## config.mk

```make
export PLATFORM = sky130hd
export DESIGN_NAME = camera_command_framer
export DESIGN_NICKNAME = d
export VERILOG_FILES = /design/src/hdl/ccf_pkg.sv /design/src/hdl/camera_command_framer.sv /design/src/hdl/ccf_framer.sv /design/src/hdl/ccf_collector.sv
export SDC_FILE = /design/constraint.sdc
export NUM_CORES = 1
export LEC_CHECK = 0
export CORE_MARGIN = 2
export CORE_UTILIZATION = 68
export CTS_CLUSTER_DIAMETER = 60
export CTS_CLUSTER_SIZE = 30
export DETAILED_ROUTE_END_ITERATION = 8
export DONT_BUFFER_PORTS = 1
export PLACE_DENSITY_LB_ADDON = 0.05
export SLEW_MARGIN = 20
export SYNTH_ARGS = -nofsm -noshare
export SYNTH_HDL_FRONTEND = slang
export SYNTH_HIERARCHICAL = 1
export SYNTH_SLANG_ARGS = --single-unit
```

## constraint.sdc

```tcl
create_clock -name clk -period 12.5 [get_ports clk]
set_clock_uncertainty 0.1 [all_clocks]
set_input_delay 1.875 -clock clk [delete_from_list [all_inputs] [get_ports clk]]
set_output_delay 1.875 -clock clk [all_outputs]
set_load 0.02 [all_outputs]
```

## src/hdl/ccf_pkg.sv

```systemverilog
// ----------------------------------------------------------------------------
// ccf_pkg
// Shared types, codes and helpers for the camera command framer.
// ----------------------------------------------------------------------------
`timescale 1ns / 1ps
`default_nettype none

package ccf_pkg;

    // Item kind codes
    localparam logic KIND_REQUEST    = 1'b0;
    localparam logic KIND_REPLY_BYTE = 1'b1;

    // Frame header length in bytes (length, sequence, command)
    localparam logic [2:0] HEADER_LEN = 3'd3;

    // One captured input request
    typedef struct packed {
        logic        kind;
        logic [7:0]  command_code;
        logic [31:0] argument;
        logic [1:0]  arg_size_code;
        logic [1:0]  reply_size_code;
        logic [7:0]  rx_byte;
    } ccf_item_t;

    // One frame byte from the framer
    typedef struct packed {
        logic [7:0] data;
        logic       last;
    } ccf_tx_beat_t;

    // Reply completion from the collector
    typedef struct packed {
        logic        valid;
        logic [31:0] value;
    } ccf_reply_t;

    // Size code to byte count: none, one, two, four
    function automatic logic [2:0] size_bytes(input logic [1:0] code);
        logic [2:0] n;
        unique case (code)
            2'd0:    n = 3'd0;
            2'd1:    n = 3'd1;
            2'd2:    n = 3'd2;
            default: n = 3'd4;
        endcase
        return n;
    endfunction

endpackage

`default_nettype wire

```

## src/hdl/camera_command_framer.sv

```systemverilog
// ----------------------------------------------------------------------------
// camera_command_framer
// Top level: input request register, framer, reply collector, result register.
// ----------------------------------------------------------------------------
// Flow: an accepted request is loaded into the request register, and its first
// result passes from there into the result register.
// Throughput: a command request yields 3, 4, 5 or 7 frame bytes, one frame byte
// per cycle through the result register while the output is not stalled; a
// received byte gives a result only when it completes a reply.
// The next request is accepted while the final result waits on the output.
// Reset: sequence number returns to 1, no reply is pending, output is empty.
`timescale 1ns / 1ps
`default_nettype none

module camera_command_framer
(
    input  wire         clk,
    input  wire         rst_n,

    input  wire         in_valid,
    output logic        in_stall,
    input  wire         kind,
    input  wire  [7:0]  command_code,
    input  wire  [31:0] argument,
    input  wire  [1:0]  arg_size_code,
    input  wire  [1:0]  reply_size_code,
    input  wire  [7:0]  rx_byte,

    output logic        out_valid,
    input  wire         out_stall,
    output logic        tx_valid,
    output logic [7:0]  tx_byte,
    output logic        tx_last,
    output logic        reply_valid,
    output logic [31:0] reply_value
);

    logic               work_valid_reg;
    logic               work_valid_next;
    ccf_pkg::ccf_item_t work_item_reg;

    logic               out_valid_reg;
    logic               out_valid_next;

    logic               in_accept;
    logic               adv;
    logic               is_req;
    logic               done;
    logic               emit;

    ccf_pkg::ccf_tx_beat_t beat;
    ccf_pkg::ccf_reply_t   reply;

    // Handshake and advance control
    assign is_req    = (work_item_reg.kind == ccf_pkg::KIND_REQUEST);
    assign adv       = work_valid_reg && (!out_valid_reg || !out_stall);
    assign done      = adv && (!is_req || beat.last);
    assign in_stall  = work_valid_reg && !done;
    assign in_accept = in_valid && !in_stall;
    assign emit      = adv && (is_req || reply.valid);

    // Frame byte generator
    ccf_framer u_framer
    (
        .clk   (clk),
        .rst_n (rst_n),
        .step  (adv && is_req),
        .item  (work_item_reg),
        .beat  (beat)
    );

    // Reply tracking
    ccf_collector u_collector
    (
        .clk             (clk),
        .rst_n           (rst_n),
        .arm             (adv && is_req && beat.last),
        .reply_size_code (work_item_reg.reply_size_code),
        .rx_step         (adv && !is_req),
        .rx_byte         (work_item_reg.rx_byte),
        .reply           (reply)
    );

    // Request register
    assign work_valid_next = in_accept ? 1'b1 : (done ? 1'b0 : work_valid_reg);

    always_ff @(posedge clk or negedge rst_n)
    begin
        if (!rst_n)
        begin
            work_valid_reg <= 1'b0;
        end
        else
        begin
            work_valid_reg <= work_valid_next;
        end
    end

    always_ff @(posedge clk)
    begin
        if (in_accept)
        begin
            work_item_reg.kind            <= kind;
            work_item_reg.command_code    <= command_code;
            work_item_reg.argument        <= argument;
            work_item_reg.arg_size_code   <= arg_size_code;
            work_item_reg.reply_size_code <= reply_size_code;
            work_item_reg.rx_byte         <= rx_byte;
        end
    end

    // Result register
    assign out_valid_next = emit ? 1'b1 : (out_valid_reg && out_stall);

    always_ff @(posedge clk or negedge rst_n)
    begin
        if (!rst_n)
        begin
            out_valid_reg <= 1'b0;
        end
        else
        begin
            out_valid_reg <= out_valid_next;
        end
    end

    always_ff @(posedge clk)
    begin
        if (emit)
        begin
            tx_valid    <= is_req;
            tx_byte     <= is_req ? beat.data : 8'd0;
            tx_last     <= is_req && beat.last;
            reply_valid <= !is_req;
            reply_value <= is_req ? 32'd0 : reply.value;
        end
    end

    assign out_valid = out_valid_reg;

    // Checks
    a_result_one_kind: assert property (@(posedge clk) disable iff (!rst_n)
        out_valid |-> (tx_valid != reply_valid))
        else $error("result carries both a frame byte and a reply");

    a_last_is_tx: assert property (@(posedge clk) disable iff (!rst_n)
        (out_valid && tx_last) |-> tx_valid)
        else $error("frame end mark without a frame byte");

    a_reply_from_rx: assert property (@(posedge clk) disable iff (!rst_n)
        reply.valid |-> (work_valid_reg && !is_req))
        else $error("reply completed without a received byte");

    a_frame_hold: assert property (@(posedge clk) disable iff (!rst_n)
        (adv && is_req && !beat.last) |=> (work_valid_reg && is_req))
        else $error("request dropped before its last frame byte");

endmodule

`default_nettype wire

```

## src/hdl/ccf_framer.sv

```systemverilog
// ----------------------------------------------------------------------------
// ccf_framer
// Walks one command request out as frame bytes and owns the sequence number.
// ----------------------------------------------------------------------------
`timescale 1ns / 1ps
`default_nettype none

module ccf_framer
(
    input  wire                 clk,
    input  wire                 rst_n,
    input  wire                 step,
    input  wire ccf_pkg::ccf_item_t item,
    output ccf_pkg::ccf_tx_beat_t beat
);

    logic [7:0] seq_reg;
    logic [7:0] seq_next;
    logic [2:0] idx_reg;
    logic [2:0] idx_next;

    logic [2:0] frame_len;
    logic [2:0] arg_off;

    // Frame length and argument byte offset
    assign frame_len = ccf_pkg::HEADER_LEN + ccf_pkg::size_bytes(item.arg_size_code);
    assign arg_off   = idx_reg - ccf_pkg::HEADER_LEN;

    // Byte select for the current position
    always_comb
    begin
        unique case (idx_reg)
            3'd0:    beat.data = {5'd0, frame_len};
            3'd1:    beat.data = seq_reg;
            3'd2:    beat.data = item.command_code;
            default: beat.data = item.argument[{arg_off[1:0], 3'b000} +: 8];
        endcase
        beat.last = (idx_reg == (frame_len - 3'd1));
    end

    // Position and sequence advance
    always_comb
    begin
        idx_next = idx_reg;
        seq_next = seq_reg;
        if (step)
        begin
            if (beat.last)
            begin
                idx_next = 3'd0;
                seq_next = seq_reg + 8'd1;
            end
            else
            begin
                idx_next = idx_reg + 3'd1;
            end
        end
    end

    always_ff @(posedge clk or negedge rst_n)
    begin
        if (!rst_n)
        begin
            seq_reg <= 8'd1;
            idx_reg <= 3'd0;
        end
        else
        begin
            seq_reg <= seq_next;
            idx_reg <= idx_next;
        end
    end

endmodule

`default_nettype wire

```

## src/hdl/ccf_collector.sv

```systemverilog
// ----------------------------------------------------------------------------
// ccf_collector
// Counts received bytes against the armed reply and assembles the reply value.
// ----------------------------------------------------------------------------
`timescale 1ns / 1ps
`default_nettype none

module ccf_collector
(
    input  wire                clk,
    input  wire                rst_n,
    input  wire                arm,
    input  wire  [1:0]         reply_size_code,
    input  wire                rx_step,
    input  wire  [7:0]         rx_byte,
    output ccf_pkg::ccf_reply_t reply
);

    logic        pending_reg;
    logic        pending_next;
    logic [2:0]  exp_len_reg;
    logic [2:0]  exp_len_next;
    logic [2:0]  count_reg;
    logic [2:0]  count_next;
    logic [31:0] acc_reg;
    logic [31:0] acc_next;

    logic [2:0]  pay_off;
    logic [31:0] acc_upd;
    logic        final_byte;

    assign pay_off = count_reg - ccf_pkg::HEADER_LEN;

    // Accumulator update for the incoming byte
    always_comb
    begin
        acc_upd = acc_reg;
        if (exp_len_reg == ccf_pkg::HEADER_LEN)
        begin
            // status-only reply: third byte is the value
            if (count_reg == 3'd2)
            begin
                acc_upd = {24'd0, rx_byte};
            end
        end
        else if (count_reg >= ccf_pkg::HEADER_LEN)
        begin
            acc_upd = acc_reg | ({24'd0, rx_byte} << {pay_off[1:0], 3'b000});
        end
    end

    assign final_byte  = ({1'b0, count_reg} + 4'd1) >= {1'b0, exp_len_reg};
    assign reply.valid = rx_step && pending_reg && final_byte;
    assign reply.value = acc_upd;

    // Reply state update
    always_comb
    begin
        pending_next = pending_reg;
        exp_len_next = exp_len_reg;
        count_next   = count_reg;
        acc_next     = acc_reg;
        if (arm)
        begin
            pending_next = 1'b1;
            exp_len_next = ccf_pkg::HEADER_LEN + ccf_pkg::size_bytes(reply_size_code);
            count_next   = 3'd0;
            acc_next     = 32'd0;
        end
        else if (rx_step && pending_reg)
        begin
            acc_next = acc_upd;
            if (final_byte)
            begin
                pending_next = 1'b0;
                count_next   = 3'd0;
            end
            else
            begin
                count_next = count_reg + 3'd1;
            end
        end
    end

    always_ff @(posedge clk or negedge rst_n)
    begin
        if (!rst_n)
        begin
            pending_reg <= 1'b0;
            exp_len_reg <= 3'd0;
            count_reg   <= 3'd0;
            acc_reg     <= 32'd0;
        end
        else
        begin
            pending_reg <= pending_next;
            exp_len_reg <= exp_len_next;
            count_reg   <= count_next;
            acc_reg     <= acc_next;
        end
    end

endmodule

`default_nettype wire

```

### Word-level counts from Yosys, hierarchy flattened

Index checks and enable logic that the tools add are counted.

| cells by class | value |
|---|---|
| $add $sub $neg | 9 |
| multipliers | 0 |
| div/mod/pow operators | 0 |
| $lt $le $gt $ge | 2 |
| eq/ne operators | 9 |
| shift operators | 2 |
| multiplexer cells | 19 |
| bitwise logic cells | 2 |
| reductions and logical operators | 27 |

Operators with widths:

| cell | count |
|---|---|
| $mux 32 | 5 |
| $or 32x32->32 | 1 |
| $shiftx 32x6->8 | 1 |
| $shl 8x5->32 | 1 |
| $pmux 8 s3 | 1 |
| $pmux 3 s3 | 2 |
| $mux 3 | 5 |
| $logic_and 1x1->1 | 12 |
| $eq 3x2->1 const B | 3 |
| $add 8x1->8 const B | 1 |
| $add 2x3->3 const A | 2 |
| $add 3x1->3 const B | 2 |
| $mux 1 | 6 |
| $reduce_bool 2->1 | 3 |
| $add 3x1->4 const B | 1 |
| $eq 2x1->1 const B | 2 |
| $eq 2x2->1 const B | 2 |
| $ge 4x3->1 | 1 |
| $logic_not 1->1 | 4 |
| $logic_not 2->1 | 2 |
| $reduce_and 2->1 | 2 |
| $sub 2x2->2 const B | 2 |
| $eq 3x1->1 const B | 1 |
| $eq 3x3->1 | 1 |
| other kinds (5) | 7 |

| word-level totals | value |
|---|---|
| register bits | 148 |
| bits in latches | 0 |
| bits in writable memories | 0 |
| ROM bits | 0 |
| input port bits | 57 |
| logic and storage cells | 89 |
| memories kept | 0 |

### Longest topological paths before layout

| logic depth | value |
|---|---|
| depth in word-level cells | 12 |
| depth in mapped cells | 11 |
| gate-level depth less buffers | 10 |

### Modules after synthesis

Netlist, hierarchy kept.

By module, submodules not included:

| module | instances | cells an instance | area each (um^2) |
|---|---|---|---|
| camera_command_framer | 1 | 156 | 3290.7 |
| ccf_collector | 1 | 240 | 2419.8 |
| ccf_framer | 1 | 101 | 1004.7 |

### Worst setup path after synthesis

Ideal clock, no wire load.

| timing | value |
|---|---|
| path type | input to register |
| start | input port out_stall |
| end | register reply_valid, enable pin |
| library setup time | 0.506 ns |
| data arrival time | 5.955 ns |
| data required time | 11.894 ns |
| path slack | 5.939 ns |
| stages | 7 |
| path buffers | 1 |
| cells stage by stage | nand2_1 and3_1 buf_1 nand2_1 nor2b_1 nor2b_1 nor3b_1 |

RTL lines:

| item | RTL line | RTL |
|---|---|---|
| from (decl) | camera_command_framer.sv:30 | `input wire out_stall,` |
| to (signal assigned) | camera_command_framer.sv:134 | `reply_valid <= !is_req;` |
| to (decl) | camera_command_framer.sv:34 | `output logic reply_valid,` |

==> impl_results.md <==
* Area of the core at 9680 um^2
* Hold_buf cts at 0
* Post-Route WL at 12.8 mm
* Met2 Wirelength at slightly above 6 mm
* Crit-path max cell delay at about 630 ps
* Post-synth EDFFs at 96
* Final #Nets at 557
* Max cap viols at 0
* Critical Path Start Type: flop
* Final Hold Fails at 0
* Htree depth at 4
* Worst path cell trace: or2_2, mux2i_2, nor2b_1, o2bb2ai_1, and2_1
* Num CTS Buffers at 17
* Clock Pin Slew Worst Setup and Hold Paths at 60 ps
* Static Leak at 2.91 nW
* RSZ-0062 raised after global routing: no
* Post-synth ARST share at between 30% and 40%
* Most common cell in the netlist: edfxtp_1
* Pwr Density at 219 nW/um^2
* Worst min-delay path class: flop to flop
* Cell count after synthesis at 497
* Row Count at 36
* WP depth at 5
* Top cells by count, synth: edfxtp_1 (96), dfrtp_1 (51), a22o_1 (48), nand3_1 (38), and2_1 (33)
* Initial antenna violation count at 0
* R2r worst-path depth at 8
* Slowest library cell on the worst path: dfrtp_1
* First-pass GRT wire length at 20.3 mm
* Metal3 WL at 887 um
* Syn Area/Cell at 13.5 um^2
* Total track usage at 25.8%
* Die width at 103 um
* Worst slew pin tran at about 850 ps
* IO Port Bufs at 0
* Max FFs per register at 53
* Main flop type after synthesis: edfxtp_1
* Area growth syn-to-layout at 9.24%
* Post-synthesis sequential area ratio at 62.3%
* DRC errors left at 0
* Sequential Power Share at 46.3%
* Drt wl/cell at 20.3 um
* Worst path arrival time at 2780 ps
* Post-Route M1 WL at 5.60 mm
* I/O pin total at 102
* Worst VDD drop at 0.146 mV
* Yosys warns at 6
* 1st-pass router iterations at 5
* Vias in the first global route at 3935
* # resized after CTS at 0
* Yosys reg bits at around 150
* Switch Pwr at 0.000525 W
* Vias at 4132
* Iteration-0 DRC Markers at between 300 and 400
* Setup tns final at 0 ps
* Clk buf depth at 2
* CTS Root Buffer Type: clkbuf_8
* # diodes at 0
* Post-DR vias/cell at 6.56
* Post-DP HPWL at ~8.4 mm
* Syn nets at between 500 and 600
* Die Area at 10700 um^2
* Cell Int Power at 0.00108 W
* Clock latency at the later pin of the worst-skew pair at 510 ps
* Final Max Tran Viols at 0
* Dpl cell area at 6750 um^2
* Buf/Inv on CP at 0
* Initial Util at 69.3%
* Comb power frac at 23.7%
* Post-CTS setup buffer count at 0
* Design area at 7340 um^2
* Finish-stage setup viols at 0
* Synthesized area at 6720 um^2
* Highest routed metal layer: met4
* Period utilisation layout at 38.0%
* Critical path type: flop to primary output
* Fmax at 0.210 GHz
* Yosys cell types at a little under 60
* Family with the most delay on the worst path: simple AND/OR/NAND/NOR gates
* GR Overflow Total at 0
* Critical Path RT at 10520 ps
* Sw frac at between 30 and 40%
* Worst slew margin at 43.6%
* Die Ht at 103 um
* WHS Path Cells at 1
* CTS tree: yes
* Post-layout min period at 4750 ps
* Area contributors post-synth: edfxtp_1 (43%), dfrtp_1 (19%), a22o_1 (6.3%), and2_1 (3.1%), ha_1 (3.0%)
* Largest net degree at the start of global routing at 53
* Share of layout cells above drive strength 1 at between 10 and 15%
* Max FO, Critical Path at 14
* Placer Congestion at 0.903
* Clock power share at 30.0%
* Clock Sinks at approximately 150
* Routed Antenna Nets at 0
* Synth area leader: edfxtp_1
* Status: complete, no violations
* Crit. End Element: primary output
* Share of the synthesized area in the top cell type at between 40 and 50%
[layout make-up]
| cell class | count | area, um^2 |
|---|---|---|
| Clock inverter | 13 | 150 |
| Clock buffer | 19 | 422 |
| Fill cell | 583 | 2350 |
| Inverter | 18 | 67.6 |
| Tap cell | 133 | 166 |
| Timing Repair Buffer | 4 | 37.5 |
| Sequential cell | 148 | 4190 |
| Multi-Input combinational cell | 295 | 2310 |
[cells by family (layout without fill, tap and decap cells)]
| family | after synthesis | in the layout | share of synthesized area, % |
|---|---|---|---|
| AO/OA/AOI/OAI | 102 | 102 | 11.5 |
| XOR/XNOR | 9 | 9 | 1.17 |
| adder cells (fa/ha/maj) | 16 | 16 | 2.98 |
| buffers and inverters | 54 | 54 | 3.60 |
| flip-flops | 148 | 148 | 62.3 |
| multiplexers | 11 | 11 | 3.26 |
| AND/OR/NAND/NOR | 157 | 157 | 15.2 |
[power groups by stage]
stage	clock network, W	logic [W]	registers (W)
finish	0.000481	0.000380	0.000743
floorplan	0	0.000322	0.000716
CTS	0.000489	0.000373	0.000742
global route	0.000512	0.000418	0.000756
global placement	0	0.000360	0.000746
detailed placement	0	0.000370	0.000751
[placed cells by master (no fill, tap or decap), drive strengths merged, types with 5 or more instances in the layout]
cell	Yosys	routed
a22o	48	48
a22oi	5	5
and2	33	33
and3	6	6
and4b	8	8
clkbuf	15	19
dfrtp	51	51
edfxtp	96	96
ha	16	16
inv	17	21
mux4	8	8
nand2	15	15
nand3	38	38
nand4	18	18
nor2	5	5
nor2b	13	13
o211ai	8	8
o21ai	25	25
xnor2	7	7
[final timing paths]
| path | from | endpoint | slack (ps) |
|---|---|---|---|
| worst min register to register | u_framer/seq_reg[7] | u_framer/seq_reg[7] | 390 |
| worst max register to register | u_framer/idx_reg[0] | u_collector/acc_reg[26] | 8310 |
| worst min-delay path | u_framer/seq_reg[7] | u_framer/seq_reg[7] | 390 |
| min in group asynchronous | rst_n | work_valid_reg | 960 |
| worst max-delay path | u_framer/idx_reg[0] | in_stall | 7750 |
| max in group asynchronous | rst_n | u_framer/seq_reg[0] | 11130 |
[per-layer routing]
layer | GRT usage (%) | vias to the layer above
met5 | 0 | -
met4 | 10.2 | 0
met3 | 7.06 | 15
li1 | - | 1872
met2 | 38.8 | 206
met1 | 36.2 | 2039
[stage by stage]
stage	setup WS, ps	hold WS [ps]	util, %	total power (W)	std cells
6_report	7750	390	75.7	0.00160	630
5_1_grt	7560	396	75.7	0.00169	630
4_1_cts	7730	389	75.6	0.00160	629
3_5_place_dp	8130	380	69.7	0.00112	597
3_3_place_gp	8180	364	69.7	0.00111	597
2_1_floorplan	5940	346	-	0.00104	497
No activity file was read; power rests on OpenSTA's default activity.
